**src/i2r_pkg.sv**
```systemverilog
// shared types, letter codes and digit pattern functions for the roman numeral encoder
package i2r_pkg;

    localparam int VALUE_W  = 12;
    localparam int LETTER_W = 8;
    localparam int MAX_VALUE = 3999;

    localparam logic [LETTER_W-1:0] CHAR_M = 8'h4D;
    localparam logic [LETTER_W-1:0] CHAR_D = 8'h44;
    localparam logic [LETTER_W-1:0] CHAR_C = 8'h43;
    localparam logic [LETTER_W-1:0] CHAR_L = 8'h4C;
    localparam logic [LETTER_W-1:0] CHAR_X = 8'h58;
    localparam logic [LETTER_W-1:0] CHAR_V = 8'h56;
    localparam logic [LETTER_W-1:0] CHAR_I = 8'h49;
    localparam logic [LETTER_W-1:0] CHAR_NONE = 8'h00;

    typedef enum logic [1:0] {
        SYM_ONE,
        SYM_FIVE,
        SYM_TEN
    } sym_t;

    typedef enum logic [1:0] {
        POS_UNITS,
        POS_TENS,
        POS_HUNDREDS,
        POS_THOUSANDS
    } pos_t;

    // number of letters a decimal digit expands to
    function automatic logic [2:0] digit_len(input logic [3:0] d);
        logic [2:0] n;
        unique case (d) inside
            4'd1, 4'd5:        n = 3'd1;
            4'd2, 4'd4, 4'd6,
            4'd9:              n = 3'd2;
            4'd3, 4'd7:        n = 3'd3;
            4'd8:              n = 3'd4;
            default:           n = 3'd0;
        endcase
        return n;
    endfunction

    // symbol at a given step of a digit's pattern
    function automatic sym_t digit_sym(input logic [3:0] d, input logic [1:0] step);
        sym_t s;
        s = SYM_ONE;
        unique case (d) inside
            4'd4:         s = (step == 2'd0) ? SYM_ONE : SYM_FIVE;
            4'd5, 4'd6,
            4'd7, 4'd8:   s = (step == 2'd0) ? SYM_FIVE : SYM_ONE;
            4'd9:         s = (step == 2'd0) ? SYM_ONE : SYM_TEN;
            default:      s = SYM_ONE;
        endcase
        return s;
    endfunction

    function automatic logic [LETTER_W-1:0] pos_letter(input pos_t pos, input sym_t s);
        logic [LETTER_W-1:0] c;
        c = CHAR_M;
        unique case (pos)
            POS_UNITS:     c = (s == SYM_ONE) ? CHAR_I : (s == SYM_FIVE) ? CHAR_V : CHAR_X;
            POS_TENS:      c = (s == SYM_ONE) ? CHAR_X : (s == SYM_FIVE) ? CHAR_L : CHAR_C;
            POS_HUNDREDS:  c = (s == SYM_ONE) ? CHAR_C : (s == SYM_FIVE) ? CHAR_D : CHAR_M;
            POS_THOUSANDS: c = CHAR_M;
            default:       c = CHAR_M;
        endcase
        return c;
    endfunction

    // index of the highest set bit of a four bit mask
    function automatic pos_t highest_pos(input logic [3:0] m);
        pos_t p;
        if (m[3])      p = POS_THOUSANDS;
        else if (m[2]) p = POS_HUNDREDS;
        else if (m[1]) p = POS_TENS;
        else           p = POS_UNITS;
        return p;
    endfunction

    typedef struct packed {
        logic [1:0] d3;
        logic [9:0] rem;
        logic       err;
    } s2_t;

    typedef struct packed {
        logic [1:0] d3;
        logic [3:0] d2;
        logic [6:0] rem;
        logic       err;
    } s3_t;

    typedef struct packed {
        logic [1:0] d3;
        logic [3:0] d2;
        logic [3:0] d1;
        logic [3:0] d0;
        logic       err;
    } s4_t;

endpackage

```
**src/integer_to_roman_encoder.sv**
```systemverilog
// integer to roman numeral encoder: digit split pipeline and letter serializer
// a value passes stages 1 to 4 and the serializer before its first letter shows
// throughput: a new value can enter every cycle while in_ready is high;
//   letters leave one per cycle while taken, 1 to 15 per numeral, 1 on error
// the output serializer sets the sustained rate; the digit stages absorb stalls
// reset clears all valid bits; data registers are not reset
module integer_to_roman_encoder (
    input  logic                           clk,
    input  logic                           rst_n,
    input  logic                           in_valid,
    output logic                           in_ready,
    input  logic [i2r_pkg::VALUE_W-1:0]    value,
    output logic                           out_valid,
    input  logic                           out_ready,
    output logic [i2r_pkg::LETTER_W-1:0]   letter,
    output logic                           last,
    output logic                           error
);

    // stage valid bits
    logic s1_valid_reg, s1_valid_next;
    logic s2_valid_reg, s2_valid_next;
    logic s3_valid_reg, s3_valid_next;
    logic s4_valid_reg, s4_valid_next;
    logic ser_valid_reg, ser_valid_next;

    // stage payloads
    logic [i2r_pkg::VALUE_W-1:0] s1_value_reg;
    i2r_pkg::s2_t s2_reg, s2_next;
    i2r_pkg::s3_t s3_reg, s3_next;
    i2r_pkg::s4_t s4_reg, s4_next;

    // serializer state
    logic [3:0]    digit_reg [4];
    logic [3:0]    mask_reg;
    logic          err_reg;
    i2r_pkg::pos_t pos_reg, pos_next;
    logic [1:0]    step_reg, step_next;

    logic en1, en2, en3, en4;
    logic ser_free, ser_load, ser_take, ser_last, more_in_digit;
    logic [3:0] cur_digit;
    logic [3:0] lower_mask;
    logic [3:0] s4_mask;

    // stage 2: thousands digit
    always_comb
    begin
        s2_next.err = (s1_value_reg == '0) ||
                      (s1_value_reg > i2r_pkg::VALUE_W'(i2r_pkg::MAX_VALUE));
        if (s1_value_reg >= 12'd3000)
        begin
            s2_next.d3  = 2'd3;
            s2_next.rem = 10'(s1_value_reg - 12'd3000);
        end
        else if (s1_value_reg >= 12'd2000)
        begin
            s2_next.d3  = 2'd2;
            s2_next.rem = 10'(s1_value_reg - 12'd2000);
        end
        else if (s1_value_reg >= 12'd1000)
        begin
            s2_next.d3  = 2'd1;
            s2_next.rem = 10'(s1_value_reg - 12'd1000);
        end
        else
        begin
            s2_next.d3  = 2'd0;
            s2_next.rem = s1_value_reg[9:0];
        end
    end

    // stage 3: hundreds digit by parallel compares
    always_comb
    begin
        logic [3:0] d;
        d = 4'd0;
        for (int k = 1; k <= 9; k++)
        begin
            if (s2_reg.rem >= 10'(k * 100))
                d = 4'(k);
        end
        s3_next.d3  = s2_reg.d3;
        s3_next.d2  = d;
        s3_next.rem = 7'(s2_reg.rem - 10'(d) * 10'd100);
        s3_next.err = s2_reg.err;
    end

    // stage 4: tens and units digits
    always_comb
    begin
        logic [3:0] d;
        d = 4'd0;
        for (int k = 1; k <= 9; k++)
        begin
            if (s3_reg.rem >= 7'(k * 10))
                d = 4'(k);
        end
        s4_next.d3  = s3_reg.d3;
        s4_next.d2  = s3_reg.d2;
        s4_next.d1  = d;
        s4_next.d0  = 4'(s3_reg.rem - 7'(d) * 7'd10);
        s4_next.err = s3_reg.err;
    end

    // serializer decode
    always_comb
    begin
        cur_digit     = digit_reg[pos_reg];
        more_in_digit = ({1'b0, step_reg} + 3'd1) < i2r_pkg::digit_len(cur_digit);
        lower_mask    = mask_reg & ((4'd1 << pos_reg) - 4'd1);
        ser_last      = err_reg || (!more_in_digit && (lower_mask == 4'd0));
    end

    assign s4_mask = {s4_reg.d3 != 2'd0, s4_reg.d2 != 4'd0,
                      s4_reg.d1 != 4'd0, s4_reg.d0 != 4'd0};

    // handshake and stall chain
    assign ser_take = ser_valid_reg && out_ready;
    assign ser_free = !ser_valid_reg || (out_ready && ser_last);
    assign ser_load = s4_valid_reg && ser_free;
    assign en4      = !s4_valid_reg || ser_free;
    assign en3      = !s3_valid_reg || en4;
    assign en2      = !s2_valid_reg || en3;
    assign en1      = !s1_valid_reg || en2;
    assign in_ready = en1;

    always_comb
    begin
        s1_valid_next  = en1 ? in_valid     : s1_valid_reg;
        s2_valid_next  = en2 ? s1_valid_reg : s2_valid_reg;
        s3_valid_next  = en3 ? s2_valid_reg : s3_valid_reg;
        s4_valid_next  = en4 ? s3_valid_reg : s4_valid_reg;
        ser_valid_next = ser_load ? 1'b1 : ((ser_take && ser_last) ? 1'b0 : ser_valid_reg);
    end

    // next letter position: stay in digit, else drop to next nonzero digit below
    always_comb
    begin
        pos_next  = pos_reg;
        step_next = step_reg;
        if (ser_load)
        begin
            pos_next  = i2r_pkg::highest_pos(s4_mask);
            step_next = 2'd0;
        end
        else if (ser_take && !ser_last)
        begin
            if (more_in_digit)
                step_next = step_reg + 2'd1;
            else
            begin
                pos_next  = i2r_pkg::highest_pos(lower_mask);
                step_next = 2'd0;
            end
        end
    end

    always_ff @(posedge clk or negedge rst_n)
    begin
        if (!rst_n)
        begin
            s1_valid_reg  <= 1'b0;
            s2_valid_reg  <= 1'b0;
            s3_valid_reg  <= 1'b0;
            s4_valid_reg  <= 1'b0;
            ser_valid_reg <= 1'b0;
        end
        else
        begin
            s1_valid_reg  <= s1_valid_next;
            s2_valid_reg  <= s2_valid_next;
            s3_valid_reg  <= s3_valid_next;
            s4_valid_reg  <= s4_valid_next;
            ser_valid_reg <= ser_valid_next;
        end
    end

    always_ff @(posedge clk)
    begin
        if (en1)
            s1_value_reg <= value;
        if (en2)
            s2_reg <= s2_next;
        if (en3)
            s3_reg <= s3_next;
        if (en4)
            s4_reg <= s4_next;
        if (ser_load)
        begin
            digit_reg[3] <= {2'b00, s4_reg.d3};
            digit_reg[2] <= s4_reg.d2;
            digit_reg[1] <= s4_reg.d1;
            digit_reg[0] <= s4_reg.d0;
            mask_reg     <= s4_mask;
            err_reg      <= s4_reg.err;
        end
        pos_reg  <= pos_next;
        step_reg <= step_next;
    end

    assign out_valid = ser_valid_reg;
    assign last      = ser_last;
    assign error     = err_reg;
    assign letter    = err_reg ? i2r_pkg::CHAR_NONE
                     : i2r_pkg::pos_letter(pos_reg, i2r_pkg::digit_sym(cur_digit, step_reg));

    // an error transaction is a single marked item
    a_err_last: assert property (@(posedge clk) disable iff (!rst_n)
        (out_valid && error) |-> (last && letter == i2r_pkg::CHAR_NONE))
        else $error("error item not a single empty last item");

    // a valid numeral letter is never empty
    a_letter_nonzero: assert property (@(posedge clk) disable iff (!rst_n)
        (out_valid && !error) |-> (letter != i2r_pkg::CHAR_NONE))
        else $error("empty letter in numeral");

    // an empty front stage always takes input
    a_front_ready: assert property (@(posedge clk) disable iff (!rst_n)
        !s1_valid_reg |-> in_ready)
        else $error("front stage empty but input stalled");

    // a non-final letter taken keeps the serializer busy
    a_run_continues: assert property (@(posedge clk) disable iff (!rst_n)
        (out_valid && out_ready && !last) |=> out_valid)
        else $error("numeral run ended before last letter");

endmodule

```
**config.mk**
```make
export PLATFORM = sky130hd
export DESIGN_NAME = integer_to_roman_encoder
export DESIGN_NICKNAME = d
export VERILOG_FILES = /design/src/i2r_pkg.sv /design/src/integer_to_roman_encoder.sv
export SDC_FILE = /design/constraint.sdc
export NUM_CORES = 1
export LEC_CHECK = 0
export ABC_AREA = 1
export BUFFER_PORTS_ARGS = -buffer_cell sky130_fd_sc_hd__buf_4
export CORE_MARGIN = 10
export CORE_UTILIZATION = 60
export CTS_BUF_LIST = sky130_fd_sc_hd__clkbuf_8
export DETAILED_ROUTE_END_ITERATION = 10
export PLACE_DENSITY = 0.77
export SYNTH_ARGS = -nofsm -noshare
export SYNTH_HDL_FRONTEND = slang
export SYNTH_SLANG_ARGS = --single-unit
export TNS_END_PERCENT = 20
```
**constraint.sdc**
```tcl
create_clock -name clk -period 3.92 [get_ports clk]
set_clock_uncertainty 0.1 [all_clocks]
set_input_delay 0.392 -clock clk [delete_from_list [all_inputs] [get_ports clk]]
set_output_delay 0.392 -clock clk [all_outputs]
set_load 0.02 [all_outputs]
```
== Word-level counts from Yosys, hierarchy flattened ==
Memory sizes are Yosys's and may differ from the RTL's. A register that Yosys moved wholly into a read port is not among the register bits.
Cells that the tools add are included.

* Bits in registers: 68
* RAM bits: 16
* Logic and storage cells: 159
* Memories kept: 1

* Add/subtract/negate cells: 8
* Multiply operators: 2
* Magnitude comparators: 23
* Equality and inequality tests: 14
* Shift operators: 1
* Muxes and demuxes: 49
* Bitwise operators: 1
* Reductions and logical operators: 37

{| class="wikitable"
|+ Memories
! memory !! words !! width !! rd ports !! clocked after memory_dff !! write ports !! RTL line !! RTL
|-
| digit_reg || 4 || 4 || 1 || 1 || 4 || integer_to_roman_encoder.sv:34 || <nowiki>logic [3:0] digit_reg [4];</nowiki>
|}

{| class="wikitable"
|+ Operators with widths
! operator !! number
|-
| 4-bit 2-to-1 mux || 17
|-
| 10-bit greater-or-equal comparator, second input constant || 4
|-
| 8-bit case mux with 4 select lines || 1
|-
| 10-bit by 9-bit greater-or-equal comparator with 1-bit output, second input constant || 3
|-
| 10-bit subtractor, second input constant || 3
|-
| 2-bit 2-to-1 mux || 13
|-
| 11-bit 2-to-1 mux || 2
|-
| 7-bit by 6-bit greater-or-equal comparator with 1-bit output, second input constant || 3
|-
| 7-bit greater-or-equal comparator, second input constant || 3
|-
| 4-bit by 3-bit == test with 1-bit output, second input constant || 4
|-
| 7-bit by 5-bit greater-or-equal comparator with 1-bit output, second input constant || 2
|-
| 12-bit by 10-bit greater-or-equal comparator with 1-bit output, second input constant || 1
|-
| 12-bit by 11-bit greater-or-equal comparator with 1-bit output, second input constant || 1
|-
| 12-bit greater-or-equal comparator, second input constant || 1
|-
| 12-bit greater-than comparator, second input constant || 1
|-
| 12-bit zero test || 1
|-
| 3-bit case mux with 4 select lines || 1
|-
| 4-bit nonzero test || 3
|-
| 10-bit by 7-bit greater-or-equal comparator with 1-bit output, second input constant || 1
|-
| 10-bit by 8-bit greater-or-equal comparator with 1-bit output, second input constant || 1
|-
| 1-bit 2-to-1 mux || 10
|-
| 10-bit 2-to-1 mux || 1
|-
| 5-bit 2-to-1 mux || 2
|-
| 4-bit by 2-bit == test with 1-bit output, second input constant || 2
|-
| other kinds (27) || 54
|}

== Logic depth before layout (Yosys ltp) ==
Gate-level depths: netlist (run 1).

* Word-level depth: 13
* Depth in mapped cells: 21

== Worst setup path after synthesis (run 1) ==
Ideal clock, no wire load.

* Path type: flip-flop to output port
* From: reg (tool-made name)
* To: out in_ready
* Arrival: 2610 ps
* Required time: 3428 ps
* Setup slack: 818 ps
* Cell stages (with the launch flop): 18
* Path buffers: 0
* Cell sequence: dfxtp_1 > inv_2 > or2_0 > a31oi_2 > and2_4 > nand2_2 > nor2_4 > nor2_1 > ha_1 > nand2_1 > o21bai_2 > nand2_2 > nand2_2 > nand2_4 > nand2_4 > nand3_4 > nor2_4 > nand3_2

{| class="wikitable"
|+ RTL lines
! what !! RTL line !! RTL
|-
| end, declared || integer_to_roman_encoder.sv:11 || <nowiki>output logic in_ready,</nowiki>
|}

==> impl_metrics.toml, run 1 <==
[hold_path]
whs_path_depth = 1
hold_path_class = "in2reg"

[clocking]
cts_max_path_buffers = 2
path_clk_slew_ns = 0.09
cts_buffers = 9
root_buffer = "clkbuf_8"
cts_tree = "done"
postCtsResizedCells = 0
cts_hold_buf = 1
clk_latency_ns = 0.35
clock_sink_count = 83
htreeDepth = 3
post_cts_buffers = 0

[global_routing]
grt_pass1_vias = 3107
grt.total_usage_pct = 14.5
grt_overflow = 0
grt_pass1_wl_um = 13800
grt_max_degree = 19
antenna_found_initial = 0

[worst_setup_path]
critPathMaxFanout = 17
path_class = "reg2out"
r2r-end = "s2_reg[10]"
rrSetupSlack_ns = 0.61
cp_common_cell = "nand2_2"
critPathCapture = "in_ready"
required_ns = 3.43
cp_slowest_cell = "dfxtp_1"
worst_ep_arrival_time_ns = 3.11
cpPeakStageDelay_ns = 0.43
worst_r2r_path_depth = 17
path_cells = "inv_2 > or2_0 > a31oi_2 > and2_4 > nand2_2 > nor2_4 > nor2_1 > ha_1 > nand2_1 > o21bai_2 > nand2_2 > nand2_2 > nand2_4 > nand2_4 > nand3_4 > nor2_4 > nand3_2 > buf_4"
worstSetupEndpointType = "output pin"
worst_setup_path_start_kind = "flip-flop"

[routing]
ant_nets = 0
drt_wl_total_um = 8080
wl_per_cell_um = 13.3
drc_errors = 0
first_pass_iters = 4
drt_iter0_drc = 137
avgViaCountPerCell = 5.27
num_vias = 3201

[layout]
register_area_mm2 = 0.00243
design_area_mm2 = 0.00502
layout-drive-gt1-share_pct = 15.0
layout.nets = 540
fill_cells = 557
final_cells = 607
largest_reg_flops = 15
multi_input_area_mm2 = 0.00182
areaGrowthSynthToFinish_pct = 10.2
diodes = 0

[outcome]
status = "complete, no violations"

[floorplan]
boundaryPins = 28
core-area_mm2 = 0.00733
die_w_um = 107
die_area_mm2 = 0.0115
initial_core_util_pct = 62.1
fp-row-count = 31
die_h_um = 107

[placed_design]
hpwlAfterDp_um = 6240
gp_congestion = 0.916
io_buffers = 25
dpl.cell_count = 590
place_area_mm2 = 0.00483

[synth]
yosys-top-cells-area = "edfxtp_1 49%, nand2_1 8.9%, inv_1 5.3%, ha_1 5.2%, xor2_1 3.5%"
synth_edf_count = 74
synthTopCellsByCount = "108 x nand2_1, 74 x edfxtp_1, 64 x inv_1"
avgSynthCellArea_um2 = 9.65
synth_area_mm2 = 0.00455
yosysMostFrequentCell = "nand2_1"
netlist_instances = 472
synth_seq_area_share_pct = 53.3
synth_cell_type_count = 45
ys_warn_count = 0
synth_top_area_share_pct = 48.8
yosys_register_bits = 83
synthFlopType = "edfxtp_1"
async_reset_ff_share_pct = 6.02
yosys.area.top_type = "edfxtp_1"

[sta]
tightest_slew_ns = 0.884
finalHoldViolations = 0
setup-violations-final = 0
finalCriticalPeriod_ns = 3.60
max_freq_mhz = 278
rsz0062_at_grt = "no"
drv_slew = 0
tns_ns = 0
fin_crit_sh_pct = 91.8
slew_headroom_pct = 41.0

[flow_run]
drv_cap = 0
## per-layer routing
layer / GRT usage, % / wire length, um
met1: 16.6 / 3490
met2: 25.7 / 4150
met3: 3.95 / 332
met4: 4.74 / 110
met5: 0 / 0
## cell usage in the layout (no fill, tap or decap), types with 2 or more instances in the layout
| cell type | netlist | routed |
|---|---|---|
| o21ai_1 | 13 | 13 |
| a21oi_1 | 16 | 16 |
| nor2_4 | 3 | 3 |
| or2_1 | 2 | 2 |
| a31oi_1 | 2 | 2 |
| dfxtp_1 | 4 | 4 |
| nor3_1 | 2 | 2 |
| nand2_4 | 5 | 5 |
| o211ai_1 | 4 | 4 |
| nand2_1 | 108 | 108 |
| fa_1 | 2 | 2 |
| o31ai_1 | 3 | 3 |
| clkbuf_8 | 0 | 10 |
| nand3b_1 | 2 | 2 |
| inv_2 | 6 | 6 |
| conb_1 | 1 | 2 |
| a41oi_1 | 2 | 2 |
| or4_1 | 2 | 2 |
| xor2_1 | 18 | 18 |
| nand2_2 | 11 | 11 |
| nand3_2 | 2 | 2 |
| nor2_1 | 27 | 27 |
| o21bai_1 | 2 | 2 |
| o21ai_0 | 17 | 17 |
| buf_4 | 2 | 26 |
| xnor2_1 | 3 | 3 |
| dfrtp_1 | 5 | 5 |
| a31oi_2 | 2 | 2 |
| clkinv_2 | 0 | 3 |
| nand4_1 | 4 | 4 |
| ha_1 | 19 | 19 |
| edfxtp_1 | 74 | 74 |
| and2_1 | 2 | 2 |
| inv_1 | 64 | 64 |
| nand3_1 | 27 | 27 |
## kinds of logic (layout without fill, tap and decap cells)
logic type	Yosys count	after routing	share of synthesized area, %
xor+xnor	21	21	4.04
compound gates	66	66	8.74
fa+ha+maj	21	21	6.10
other cells	1	2	0.0824
simple gates	202	202	21.0
flops	83	83	53.3
buf+inv	78	113	6.73
## critical path, delay by kind of cell, from the launching register on
family	cells	cell delay, ns
compound gates	2	0.26
fa+ha+maj	1	0.26
buf+inv	2	0.28
flops	1	0.43
simple gates	13	1.51
## worst min path at each step
| stage | startpoint | end |
|---|---|---|
| 3_5_place_dp | rst_n | out_valid |
| 2_1_floorplan | rst_n | out_valid |
| 6_report | value[1] | s1_value_reg[1] |
| 3_3_place_gp | rst_n | out_valid |
| 4_1_cts | value[11] | s1_value_reg[11] |
| 5_1_grt | value[0] | s1_value_reg[0] |
## per-stage QoR
stage / setup slack (ns) / util (%) / hold slack [ns]
2_1_floorplan: 0.818 / - / -0.00359
3_3_place_gp: 0.692 / 65.9 / 0.0955
3_5_place_dp: 0.602 / 65.9 / 0.0952
4_1_cts: 0.303 / 68.5 / 0.101
5_1_grt: 0.0187 / 68.5 / 0.0940
6_report: 0.321 / 68.5 / 0.111
## cell type report
type / instances / share of cell area (%)
sequential: 83 / 48.4
timing repair buffer: 27 / 4.09
inverter: 70 / 5.23
tap: 99 / 2.47
clock buffer: 10 / 2.74
clock inverter: 6 / 0.798
multi-input combinational: 312 / 36.3
Power of run 1 is left out: the tool's default activity adds up to more than one toggle a clock period on the data nets, which glitch-free logic cannot reach.
==> run 2, diff against run 1 <==
--- a/config.mk
+++ b/config.mk
@@ -8,10 +8,11 @@
 export ABC_AREA = 1
 export BUFFER_PORTS_ARGS = -buffer_cell sky130_fd_sc_hd__buf_4
 export CORE_MARGIN = 10
-export CORE_UTILIZATION = 60
+export CORE_UTILIZATION = 55
 export CTS_BUF_LIST = sky130_fd_sc_hd__clkbuf_8
 export DETAILED_ROUTE_END_ITERATION = 10
-export PLACE_DENSITY = 0.77
+export PLACE_DENSITY = 0.71
+export SLEW_MARGIN = 20
 export SYNTH_ARGS = -nofsm -noshare
 export SYNTH_HDL_FRONTEND = slang
 export SYNTH_SLANG_ARGS = --single-unit
==> run 2 against run 1 <==
  * Non-clock buffer count rose by 1
  * Routed wire length fell by 3.3%
  * Hold slack improved by 0.0024 ns
  * Sequential share of layout area fell by 0.072 points
  * Utilization fell by 6.7 points
  * Flip-flop and latch count did not move
  * Clock-buffer cell count fell by 1
  * Fmax rose by 5.7%
  * Cell count rose by 1.2%
  * Critical path depth did not move
  * Design area rose by 0.15%
  * Critical path type unchanged
  * Critical endpoint unchanged
  * Highest routed layer unchanged
==> impl_metrics.toml, run 2 (synthesis results as in run 1) <==
[sta]
rsz0062_at_grt = "no"
fin_crit_sh_pct = 86.8
max_freq_mhz = 294
finalCriticalPeriod_ns = 3.40
setup-violations-final = 0
finalHoldViolations = 0
tns_ns = 0
drv_slew = 0
slew_headroom_pct = 40.0
tightest_slew_ns = 0.897

[clocking]
root_buffer = "clkbuf_8"
path_clk_slew_ns = 0.09
clk_latency_ns = 0.35
cts_tree = "done"
htreeDepth = 3
cts_max_path_buffers = 2
cts_buffers = 9
clock_sink_count = 83

[worst_setup_path]
path_buf_inv = 2
rrSetupSlack_ns = 0.78
path_cells = "inv_2 > or2_0 > a31oi_2 > and2_4 > nand2_2 > nor2_4 > nor2_1 > ha_1 > nand2_1 > o21bai_2 > nand2_2 > nand2_2 > nand2_4 > nand2_4 > nand3_4 > nor2_4 > nand3_2 > buf_4"
required_ns = 3.43
worst_r2r_path_depth = 17
r2r-end = "s2_reg[4]"
cp_common_cell = "nand2_2"
worstSetupEndpointType = "output pin"
crit_family = "simple AND/OR/NAND/NOR gates"
cpPeakStageDelay_ns = 0.44
critPathMaxFanout = 8
path_class = "reg2out"
worst_ep_arrival_time_ns = 2.91
cp_slowest_cell = "dfxtp_1"
worst_setup_path_start_kind = "flip-flop"

[layout]
layout-drive-gt1-share_pct = 14.9
largest_reg_flops = 15
layout.nets = 541
areaGrowthSynthToFinish_pct = 10.4
final_common_cell = "nand2_1"
diodes = 0
final_cell_mix = "108 x nand2_1, 74 x edfxtp_1, 65 x inv_1"

[floorplan]
die_w_um = 111
fp-row-count = 33
core-area_mm2 = 0.00813
boundaryPins = 28
die_h_um = 111
initial_core_util_pct = 56.0
die_area_mm2 = 0.0123

[global_routing]
busiest_layer = "met2"
antenna_found_initial = 0
met3_usage_pct = 2.76
grt_pass1_vias = 3036
grtUsageMet1_pct = 14.5
grt_overflow = 0
grt.total_usage_pct = 12.9
grt_max_degree = 19
grt_use_met2_pct = 23.3
grt_pass1_wl_um = 13500

[placed_design]
io_buffers = 25
hpwlAfterDp_um = 6140
gp_congestion = 0.890

[routing]
ant_nets = 0
num_vias = 3117
wl_per_cell_um = 12.7
first_pass_iters = 5
drt_wl_total_um = 7810
drt_iter0_drc = 133
avgViaCountPerCell = 5.08
drc_errors = 0

[hold_path]
hold_path_class = "in2reg"
whs_path_depth = 1
hp-start = "value[11]"
min_delay_worst_endpoint = "s1_value_reg[11]"

[flow_run]
drv_cap = 0

[outcome]
status = "complete, no violations"
==> run 2: cell count changes in the layout (fill, tap and decap cells not counted), sizes merged <==
cell | previous run | this run
clkinvlp | 1 | 2
clkbuf | 10 | 9
buf | 26 | 27
==> run 2: worst max path at each step <==
stage / to / slack [ns] / startpoint / cells past startpoint
floorplan: in_ready / 0.82 / flip-flop / 17
global placement: s2_reg[5] / 0.70 / flip-flop / 17
detailed placement: s2_reg[8] / 0.56 / flip-flop / 17
CTS: in_ready / 0.26 / flip-flop / 18
global route: in_ready / 0.20 / flip-flop / 18
finish: in_ready / 0.52 / flip-flop / 18
==> run 2: worst reg2reg max path: cells and delay by family, from the launching register on <==
kind	cells	cell delay, ns
fa+ha+maj	1	0.27
simple gates	13	1.51
buf+inv	1	0.11
flops	1	0.44
compound gates	2	0.34
==> run 2: layer usage <==
metal,vias up,part of all wire (%)
li1,1633,-
met1,1424,43
met4,0,1.4
met2,51,52
met5,-,0
met3,9,3.1
==> run 2: timing repair <==
action | 4_1_cts | 5_1_grt
endpoints found under the setup margin | 0 | 1
hold endpoints to repair | 5 | 0
setup buffers | 0 | 1
hold buffers | 1 | 0
gates resized for setup | 0 | 0
==> run 2: final cells by class <==
| type | instances | area (um^2) |
|---|---|---|
| clock buffers | 9 | 124 |
| clock inverters | 7 | 46.3 |
| fillers | 687 | 3110 |
| inverters | 70 | 263 |
| multi-input cells | 312 | 1820 |
| flip-flops and latches | 83 | 2430 |
| well taps | 105 | 131 |
| repair buffers | 28 | 213 |
==> run 2: per-stage QoR <==
stage | util, % | setup WS (ns) | hold WS [ns] | cells | instance area (um^2)
2_1_floorplan | - | 0.818 | -0.00359 | 473 | 4560
3_3_place_gp | 59.5 | 0.697 | 0.0963 | 596 | 4840
3_5_place_dp | 59.5 | 0.565 | 0.0959 | 596 | 4840
4_1_cts | 61.7 | 0.262 | 0.0966 | 613 | 5020
5_1_grt | 61.8 | 0.202 | 0.0955 | 614 | 5030
6_report | 61.8 | 0.516 | 0.113 | 614 | 5030
Power of run 2 is left out for the same reason.
